### config.mk
export PLATFORM = sky130hd
export DESIGN_NAME = json_number_scanner_core_flat
export DESIGN_NICKNAME = d
export VERILOG_FILES = /design/src/rtl/jns_pkg.sv /design/src/rtl/jns_if.sv /design/src/rtl/jns_step.sv /design/src/rtl/json_number_scanner_core.sv /design/src/flat_wrapper.sv
export SDC_FILE = /design/constraint.sdc
export NUM_CORES = 1
export LEC_CHECK = 0
export BUFFER_PORTS_ARGS = -buffer_cell sky130_fd_sc_hd__buf_2
export CORE_MARGIN = 2
export CORE_UTILIZATION = 45
export CTS_CLUSTER_SIZE = 24
export DETAILED_ROUTE_END_ITERATION = 16
export GPL_TIMING_DRIVEN = 0
export PLACE_DENSITY = 0.61
export SETUP_SLACK_MARGIN = 0.1
export SYNTH_ARGS = -nofsm -noshare
export SYNTH_HDL_FRONTEND = slang
export SYNTH_HIERARCHICAL = 1
export SYNTH_SLANG_ARGS = --single-unit
### constraint.sdc
create_clock -name clk -period 11.7 [get_ports clk]
set_clock_uncertainty 0.15 [all_clocks]
set_input_delay 1.17 -clock clk [delete_from_list [all_inputs] [get_ports clk]]
set_output_delay 1.17 -clock clk [all_outputs]
set_load 0.03 [all_outputs]
### src/rtl/jns_pkg.sv
// Package for the JSON number scanner: syntax flag positions, character codes,
// digit-pattern constants and the result beat type.
// No dependencies.
package jns_pkg;

  localparam int FLAG_BITS = 7;

  localparam int F_BSIGN = 0;
  localparam int F_BDIG  = 1;
  localparam int F_DOT   = 2;
  localparam int F_FDIG  = 3;
  localparam int F_EMARK = 4;
  localparam int F_ESIGN = 5;
  localparam int F_EDIG  = 6;

  localparam logic [FLAG_BITS-1:0] PART_MASK     = 7'h5E;
  localparam logic [FLAG_BITS-1:0] PAT_EXP_FIRST = 7'h1E;
  localparam logic [FLAG_BITS-1:0] PAT_EXP_NODOT = 7'h12;
  localparam logic [FLAG_BITS-1:0] PAT_EXP_MORE  = 7'h5E;
  localparam logic [FLAG_BITS-1:0] PAT_EXP_MORE2 = 7'h52;
  localparam logic [FLAG_BITS-1:0] PAT_FRAC_1ST  = 7'h06;
  localparam logic [FLAG_BITS-1:0] PAT_FRAC_MORE = 7'h0E;
  localparam logic [FLAG_BITS-1:0] PAT_INT_1ST   = 7'h00;
  localparam logic [FLAG_BITS-1:0] PAT_INT_MORE  = 7'h02;

  localparam logic [7:0] CH_COMMA  = 8'h2C;
  localparam logic [7:0] CH_RBRACK = 8'h5D;
  localparam logic [7:0] CH_RBRACE = 8'h7D;
  localparam logic [7:0] CH_PLUS   = 8'h2B;
  localparam logic [7:0] CH_MINUS  = 8'h2D;
  localparam logic [7:0] CH_DOT    = 8'h2E;
  localparam logic [7:0] CH_LOW_E  = 8'h65;
  localparam logic [7:0] CH_UP_E   = 8'h45;
  localparam logic [7:0] CH_ZERO   = 8'h30;
  localparam logic [7:0] CH_NINE   = 8'h39;

  localparam int OUT_COUNT_BITS = 16;

  typedef struct packed {
    logic [OUT_COUNT_BITS-1:0] base_digits;
    logic [OUT_COUNT_BITS-1:0] fraction_digits;
    logic [OUT_COUNT_BITS-1:0] exponent_digits;
    logic                      base_sign_seen;
    logic                      has_fraction;
    logic                      has_exponent;
    logic                      exponent_sign_seen;
    logic                      syntax_error;
  } result_t;

endpackage

### src/rtl/jns_if.sv
// Channel interfaces for the JSON number scanner: character beats in and
// result beats out, each with valid/ready. No dependencies.
interface jns_char_if;
  logic       valid;
  logic       ready;
  logic [7:0] character;

  modport source (output valid, output character, input ready);
  modport sink   (input valid, input character, output ready);
endinterface

interface jns_result_if;
  logic        valid;
  logic        ready;
  logic [15:0] base_digits;
  logic [15:0] fraction_digits;
  logic [15:0] exponent_digits;
  logic        base_sign_seen;
  logic        has_fraction;
  logic        has_exponent;
  logic        exponent_sign_seen;
  logic        syntax_error;

  modport source (output valid, output base_digits, output fraction_digits,
                  output exponent_digits, output base_sign_seen, output has_fraction,
                  output has_exponent, output exponent_sign_seen, output syntax_error,
                  input ready);
  modport sink   (input valid, input base_digits, input fraction_digits,
                  input exponent_digits, input base_sign_seen, input has_fraction,
                  input has_exponent, input exponent_sign_seen, input syntax_error,
                  output ready);
endinterface

### src/rtl/jns_step.sv
// Per-character update of the scanner state and result formation on a terminator.
// Purely combinational. Depends on jns_pkg.
module jns_step
  import jns_pkg::*;
#(
  parameter int COUNT_BITS = 16
) (
  input  logic [7:0]            character,
  input  logic [FLAG_BITS-1:0]  flags,
  input  logic [COUNT_BITS-1:0] int_cnt,
  input  logic [COUNT_BITS-1:0] frac_cnt,
  input  logic [COUNT_BITS-1:0] exp_cnt,
  input  logic                  err,
  output logic [FLAG_BITS-1:0]  flags_next,
  output logic [COUNT_BITS-1:0] int_cnt_next,
  output logic [COUNT_BITS-1:0] frac_cnt_next,
  output logic [COUNT_BITS-1:0] exp_cnt_next,
  output logic                  err_next,
  output logic                  emit,
  output result_t               result
);

  logic [COUNT_BITS-1:0] int_bump;
  logic [COUNT_BITS-1:0] frac_bump;
  logic [COUNT_BITS-1:0] exp_bump;
  logic [OUT_COUNT_BITS-1:0] int_out;
  logic [OUT_COUNT_BITS-1:0] frac_out;
  logic [OUT_COUNT_BITS-1:0] exp_out;
  logic is_digit;
  logic end_err;

  assign int_bump  = (&int_cnt)  ? int_cnt  : int_cnt  + COUNT_BITS'(1);
  assign frac_bump = (&frac_cnt) ? frac_cnt : frac_cnt + COUNT_BITS'(1);
  assign exp_bump  = (&exp_cnt)  ? exp_cnt  : exp_cnt  + COUNT_BITS'(1);

  if (COUNT_BITS > OUT_COUNT_BITS) begin : g_clamp
    assign int_out  = (|int_cnt[COUNT_BITS-1:OUT_COUNT_BITS])  ? '1 :
                      int_cnt[OUT_COUNT_BITS-1:0];
    assign frac_out = (|frac_cnt[COUNT_BITS-1:OUT_COUNT_BITS]) ? '1 :
                      frac_cnt[OUT_COUNT_BITS-1:0];
    assign exp_out  = (|exp_cnt[COUNT_BITS-1:OUT_COUNT_BITS])  ? '1 :
                      exp_cnt[OUT_COUNT_BITS-1:0];
  end else begin : g_extend
    assign int_out  = OUT_COUNT_BITS'(int_cnt);
    assign frac_out = OUT_COUNT_BITS'(frac_cnt);
    assign exp_out  = OUT_COUNT_BITS'(exp_cnt);
  end

  assign emit     = (character == CH_COMMA) || (character == CH_RBRACK) ||
                    (character == CH_RBRACE);
  assign is_digit = (character >= CH_ZERO) && (character <= CH_NINE);
  assign end_err  = !flags[F_BDIG] || (flags[F_DOT] && !flags[F_FDIG]) ||
                    (flags[F_EMARK] && !flags[F_EDIG]);

  always_comb begin
    result.base_digits        = int_out;
    result.fraction_digits    = frac_out;
    result.exponent_digits    = exp_out;
    result.base_sign_seen     = flags[F_BSIGN];
    result.has_fraction       = flags[F_DOT];
    result.has_exponent       = flags[F_EMARK];
    result.exponent_sign_seen = flags[F_ESIGN];
    result.syntax_error       = err || end_err;
  end

  always_comb begin
    flags_next    = flags;
    int_cnt_next  = int_cnt;
    frac_cnt_next = frac_cnt;
    exp_cnt_next  = exp_cnt;
    err_next      = err;
    if (emit) begin
      flags_next    = '0;
      int_cnt_next  = '0;
      frac_cnt_next = '0;
      exp_cnt_next  = '0;
      err_next      = 1'b0;
    end else if ((character == CH_PLUS) || (character == CH_MINUS)) begin
      if (!flags[F_BDIG]) begin
        if (flags[F_BSIGN]) begin
          err_next = 1'b1;
        end
        flags_next[F_BSIGN] = 1'b1;
      end else begin
        if (!flags[F_EMARK] || flags[F_EDIG] || flags[F_ESIGN]) begin
          err_next = 1'b1;
        end
        flags_next[F_ESIGN] = 1'b1;
      end
    end else if (character == CH_DOT) begin
      if (!flags[F_BDIG] || flags[F_DOT] || flags[F_EMARK]) begin
        err_next = 1'b1;
      end
      flags_next[F_DOT] = 1'b1;
    end else if ((character == CH_LOW_E) || (character == CH_UP_E)) begin
      if (flags[F_EMARK] || !(flags[F_FDIG] || (flags[F_BDIG] != flags[F_DOT]))) begin
        err_next = 1'b1;
      end
      flags_next[F_EMARK] = 1'b1;
    end else if (is_digit) begin
      case (flags & PART_MASK)
        PAT_EXP_FIRST, PAT_EXP_NODOT: begin
          flags_next[F_EDIG] = 1'b1;
          exp_cnt_next       = exp_bump;
        end
        PAT_EXP_MORE, PAT_EXP_MORE2: begin
          exp_cnt_next = exp_bump;
        end
        PAT_FRAC_1ST: begin
          flags_next[F_FDIG] = 1'b1;
          frac_cnt_next      = frac_bump;
        end
        PAT_FRAC_MORE: begin
          frac_cnt_next = frac_bump;
        end
        PAT_INT_1ST: begin
          flags_next[F_BDIG] = 1'b1;
          int_cnt_next       = int_bump;
        end
        PAT_INT_MORE: begin
          int_cnt_next = int_bump;
        end
        default: begin
          err_next = 1'b1;
        end
      endcase
    end else begin
      err_next = 1'b1;
    end
  end

endmodule

### src/rtl/json_number_scanner_core.sv
// Top level of the JSON number scanner: state registers, result register and
// handshake. Depends on jns_pkg, jns_if (jns_char_if, jns_result_if) and jns_step.
//
// Usage: the text of a JSON number arrives one byte per beat on the chars
// channel. Each byte updates seven syntax flags, three saturating digit
// counters of COUNT_BITS bits and a sticky error flag. A comma, ']' or '}'
// ends the number: it produces one beat on the numbers channel with the
// digit counts (clamped to 16 bits), four flags and the error flag, and clears
// the state for the next number. All other bytes produce no beat.
// A result beat is registered and is valid the cycle after its terminator is accepted.
// Throughput: one byte per cycle unless a result beat stalls; the flag update
// is short combinational logic between the state and result registers.
// Reset (synchronous, active high) clears the state and drops the result valid.
// Stall: the result register holds while the receiver is not ready; bytes keep
// being accepted as long as the result register is empty or being drained,
// so a result beat that waits on a stalled receiver holds back every byte
// until it is taken.
module json_number_scanner_core
  import jns_pkg::*;
#(
  parameter int COUNT_BITS = 16
) (
  input logic         clk,
  input logic         rst,
  jns_char_if.sink    chars,
  jns_result_if.source numbers
);

  logic [FLAG_BITS-1:0]  flags;
  logic [COUNT_BITS-1:0] int_cnt;
  logic [COUNT_BITS-1:0] frac_cnt;
  logic [COUNT_BITS-1:0] exp_cnt;
  logic                  err;
  logic [FLAG_BITS-1:0]  flags_next;
  logic [COUNT_BITS-1:0] int_cnt_next;
  logic [COUNT_BITS-1:0] frac_cnt_next;
  logic [COUNT_BITS-1:0] exp_cnt_next;
  logic                  err_next;
  logic                  emit;
  result_t               step_result;
  result_t               result;
  logic                  result_valid;
  logic                  accept;

  jns_step #(
    .COUNT_BITS(COUNT_BITS)
  ) u_step (
    .character    (chars.character),
    .flags        (flags),
    .int_cnt      (int_cnt),
    .frac_cnt     (frac_cnt),
    .exp_cnt      (exp_cnt),
    .err          (err),
    .flags_next   (flags_next),
    .int_cnt_next (int_cnt_next),
    .frac_cnt_next(frac_cnt_next),
    .exp_cnt_next (exp_cnt_next),
    .err_next     (err_next),
    .emit         (emit),
    .result       (step_result)
  );

  assign chars.ready = !result_valid || numbers.ready;
  assign accept      = chars.valid && chars.ready;

  always_ff @(posedge clk) begin
    if (rst) begin
      flags    <= '0;
      int_cnt  <= '0;
      frac_cnt <= '0;
      exp_cnt  <= '0;
      err      <= 1'b0;
    end else if (accept) begin
      flags    <= flags_next;
      int_cnt  <= int_cnt_next;
      frac_cnt <= frac_cnt_next;
      exp_cnt  <= exp_cnt_next;
      err      <= err_next;
    end
  end

  always_ff @(posedge clk) begin
    if (rst) begin
      result_valid <= 1'b0;
    end else if (accept && emit) begin
      result_valid <= 1'b1;
    end else if (numbers.ready) begin
      result_valid <= 1'b0;
    end
  end

  always_ff @(posedge clk) begin
    if (accept && emit) begin
      result <= step_result;
    end
  end

  assign numbers.valid              = result_valid;
  assign numbers.base_digits        = result.base_digits;
  assign numbers.fraction_digits    = result.fraction_digits;
  assign numbers.exponent_digits    = result.exponent_digits;
  assign numbers.base_sign_seen     = result.base_sign_seen;
  assign numbers.has_fraction       = result.has_fraction;
  assign numbers.has_exponent       = result.has_exponent;
  assign numbers.exponent_sign_seen = result.exponent_sign_seen;
  assign numbers.syntax_error       = result.syntax_error;

`ifndef SYNTHESIS
  a_term_gives_beat: assert property (@(posedge clk) disable iff (rst)
    (accept && emit) |=> numbers.valid)
    else $error("terminator accepted without a result beat");

  a_term_clears_state: assert property (@(posedge clk) disable iff (rst)
    (accept && emit) |=> (flags == '0 && int_cnt == '0 && frac_cnt == '0 &&
                          exp_cnt == '0 && !err))
    else $error("state not cleared after terminator");

  a_no_base_digit_is_error: assert property (@(posedge clk) disable iff (rst)
    numbers.valid |-> (numbers.base_digits != '0 || numbers.syntax_error))
    else $error("number without integer digits reported as valid");

  a_stall_keeps_beat: assert property (@(posedge clk) disable iff (rst)
    (numbers.valid && !numbers.ready) |=> (numbers.valid && $stable(result)))
    else $error("stalled result beat lost or changed");
`endif

endmodule

### src/flat_wrapper.sv
// flat-port wrapper written by rule: the top's interface ports become plain ports
module json_number_scanner_core_flat import jns_pkg::*;
#(
  parameter int COUNT_BITS = 16
)
  (clk, rst, chars_valid, chars_character, chars_ready, numbers_valid, numbers_base_digits, numbers_fraction_digits, numbers_exponent_digits, numbers_base_sign_seen, numbers_has_fraction, numbers_has_exponent, numbers_exponent_sign_seen, numbers_syntax_error, numbers_ready);
  jns_char_if chars_i ();
  jns_result_if numbers_i ();
  input logic clk;
  input logic rst;
  input wire logic [$bits(chars_i.valid)-1:0] chars_valid;
  input wire logic [$bits(chars_i.character)-1:0] chars_character;
  output wire logic [$bits(chars_i.ready)-1:0] chars_ready;
  output wire logic [$bits(numbers_i.valid)-1:0] numbers_valid;
  output wire logic [$bits(numbers_i.base_digits)-1:0] numbers_base_digits;
  output wire logic [$bits(numbers_i.fraction_digits)-1:0] numbers_fraction_digits;
  output wire logic [$bits(numbers_i.exponent_digits)-1:0] numbers_exponent_digits;
  output wire logic [$bits(numbers_i.base_sign_seen)-1:0] numbers_base_sign_seen;
  output wire logic [$bits(numbers_i.has_fraction)-1:0] numbers_has_fraction;
  output wire logic [$bits(numbers_i.has_exponent)-1:0] numbers_has_exponent;
  output wire logic [$bits(numbers_i.exponent_sign_seen)-1:0] numbers_exponent_sign_seen;
  output wire logic [$bits(numbers_i.syntax_error)-1:0] numbers_syntax_error;
  input wire logic [$bits(numbers_i.ready)-1:0] numbers_ready;
  assign chars_i.valid = chars_valid;
  assign chars_i.character = chars_character;
  assign chars_ready = chars_i.ready;
  assign numbers_valid = numbers_i.valid;
  assign numbers_base_digits = numbers_i.base_digits;
  assign numbers_fraction_digits = numbers_i.fraction_digits;
  assign numbers_exponent_digits = numbers_i.exponent_digits;
  assign numbers_base_sign_seen = numbers_i.base_sign_seen;
  assign numbers_has_fraction = numbers_i.has_fraction;
  assign numbers_has_exponent = numbers_i.has_exponent;
  assign numbers_exponent_sign_seen = numbers_i.exponent_sign_seen;
  assign numbers_syntax_error = numbers_i.syntax_error;
  assign numbers_i.ready = numbers_ready;
  json_number_scanner_core #(.COUNT_BITS(COUNT_BITS)) u_core (.clk(clk), .rst(rst), .chars(chars_i), .numbers(numbers_i));
endmodule
==> run metrics <==
status=finished clean; Pleak=about 2.8 nW; CP Data Required Time=11.60 ns; family with the most delay on the worst path=simple AND/OR/NAND/NOR gates; synthesized flop and latch total=110; Clock Latency Late Sink=approximately 0.36 ns; vias in the first global route=a little under 5000; Initial Util=0.461; Die X=123 um; worst slack at placement=~7.3 ns; largest net degree at the start of global routing=29; Yosys cell types=64; worst slew pin tran=about 0.88 ns; power per cell area=106 nW/um^2; IO Pins=67; Root Buffer=clkbuf_16; register area share after synthesis=0.426; number of max-cap violations=0; htree depth=3; hold depth=2; VDD IR max=0.0815 mV; Final Max Slew Viols=0; average routed wire per standard cell=approximately 16 um; Crit Path Max Fanout=28; critical path class=input pin to flip-flop; routability cong.=roughly 0.9; internal reg-to-reg setup slack=approximately 9 ns; Std-Cell Core Area=roughly 14000 sq um; Sum Neg Setup Slack=0 ns; top_reg_cell synth=dfxtp_1; Worst Setup End Kind=flip-flop; HPWL after DPL=~11 mm; syn_area_per_cell=just under 10 sq um; hold buffer count at cts=0; DR DRC count=0; crit-path cells=buf_2, nand4bb_1, nor4_1, nor2_2, inv_2, clkbuf_1, nand2_1, nor2b_4, buf_12; commonest non-fill, non-tap cells in the layout=74 x buf_2, 57 x nand2b_1, 57 x dfxtp_1; clk sink count=110; post-CTS setup buffers=0; syn nets=~670; Tot Pwr=about 780 uW; DIE AREA=around 15000 sq um; asr flop ratio synth=0; die span in y=roughly 120 um; final std cells w/o fill=just over 900; Tmin final=4.00 ns; grt total ovfl=0; TritonCTS buffer count=9; Vias/cell=between 5 and 6; yosys warns=6; final-report setup violation count=0; Post-Syn Instances=between 600 and 700; CP startpoint kind=input pin; endpoints failing hold=0; clk slew on worst S/H paths=about 0.07 ns; CTS tree=done; Global Route Usage Sum=0.204; antenna violations before repair=0; placed cells=902; number of DRC markers in iteration 0=439; Final nets=about 750; Area Overhead vs Synth=14.2%; layout cell share with drive strength beyond 1=0.280; Slew HR=0.408; Worst Hold Class=flip-flop to flip-flop; n_diodes=0; cell area after synthesis=about 6400 sq um; Stages on worst setup path=9; final wirelength=approximately 15 mm; most common cell after layout, fill and taps aside=buf_2; standard-cell rows=43; Critical-path top delay cell=nor2b_4; Data arrival, critical path=between 3 and 4 ns; Max Root-Sink Buffers=2; Setup WS post-layout=about 7.7 ns; Post-CTS Resized=0; 1st-pass router iterations=5; Max Fclk=250 MHz; ANT nets after route=0; Buf/Inv on CP=4; first-pass GRT wire length=about 24 mm; via count=5134; EDFF count, synth=between 50 and 60; port bufs=65; RSZ-0062 raised after global routing=no; final cycle utilization of the critical path=0.342; slowest stage delay, CP=between 0.6 and 0.7 ns; reg2reg path depth=8
cell families (layout without fill, tap and decap cells):
| family | Yosys count | count (layout) | synth area share |
|---|---|---|---|
| AND/OR/NAND/NOR | 293 | 293 | 0.290 |
| flip-flops | 110 | 110 | 0.426 |
| buffers and inverters | 109 | 191 | 0.105 |
| AO/OA/AOI/OAI | 100 | 100 | 0.115 |
| XOR/XNOR | 33 | 33 | 0.0450 |
| adder cells (fa/ha/maj) | 6 | 6 | 0.0117 |
| multiplexers | 5 | 5 | 0.00799 |
stage by stage:
stage / hold slack, ns / area, sq um / util
CTS: 0.354 / 7330 / 0.526
global route: 0.371 / 7330 / 0.526
floorplan: 0.309 / 6420 / -
global placement: 0.326 / 6970 / 0.500
detailed placement: 0.349 / 7000 / 0.502
finish: 0.353 / 7330 / 0.526
per-layer routing:
layer	GRT usage	wire length (um)	vias to the layer above
met5	0	0	-
met4	0.0838	282	0
met3	0.0314	685	19
met2	0.328	6990	136
met1	0.273	6880	2468
li1	-	-	2511
cells in the mapped netlist, drive strengths merged, types with 6 or more instances:
library cell | number | area share
xnor2 | 23 | 0.031
nor3 | 21 | 0.019
o21ai | 63 | 0.073
nor4 | 13 | 0.014
a21oi | 13 | 0.010
nand4 | 20 | 0.024
edfxtp | 53 | 0.25
inv | 13 | 0.0076
nand2 | 22 | 0.013
xor2 | 10 | 0.014
nor2 | 53 | 0.031
ha | 6 | 0.012
buf | 69 | 0.081
nand4b | 56 | 0.076
clkbuf | 27 | 0.016
nand3 | 17 | 0.013
nand2b | 58 | 0.058
and4 | 8 | 0.011
dfxtp | 57 | 0.18
worst register-to-register path, delay by kind of cell (launching register included):
family | cells | cell delay (ns)
AND/OR/NAND/NOR | 5 | 1.42
flip-flops | 1 | 0.44
adder cells (fa/ha/maj) | 1 | 0.23
XOR/XNOR | 1 | 0.17
AO/OA/AOI/OAI | 1 | 0.08
final cells by class:
type	count	area (sq um)
fillers	1298	6600
multi-input cells	437	3020
flip-flops and latches	110	2730
plain buffers	96	623
repair buffers	66	345
clock buffers	11	233
well taps	180	225
clock inverters	5	98.8
inverters	13	48.8
registers in the layout, summed over array words and instances, names as in the netlist:
| signal | cells |
|---|---|
| u_core/int_cnt | 16 |
| u_core/flags | 7 |
| u_core/numbers.has_exponent | 1 |
| u_core/exp_cnt | 16 |
| u_core/numbers.exponent_sign_seen | 1 |
| u_core/numbers.has_fraction | 1 |
| u_core/frac_cnt | 16 |
| u_core/numbers.fraction_digits | 16 |
| u_core/numbers.base_digits | 16 |
| u_core/numbers.exponent_digits | 16 |
| u_core/numbers.valid | 1 |
| u_core/err | 1 |
| u_core/numbers.base_sign_seen | 1 |
| u_core/numbers.syntax_error | 1 |
report_power, final:
| group | leakage (nW) | switching (mW) | internal, mW |
|---|---|---|---|
| logic | 1.57 | 0.0201 | 0.0134 |
| clock network | 0.161 | 0.135 | 0.208 |
| registers | 1.04 | 0.000576 | 0.400 |
| total | 2.77 | 0.156 | 0.622 |
final timing paths:
check	from	end
worst max-delay path	chars_character[7]	u_core/numbers.exponent_digits[12]
worst min-delay path	u_core/err	u_core/err
worst max register to register	u_core/frac_cnt[0]	u_core/frac_cnt[11]
worst min register to register	u_core/err	u_core/err
No activity file was read; power rests on OpenSTA's default activity.
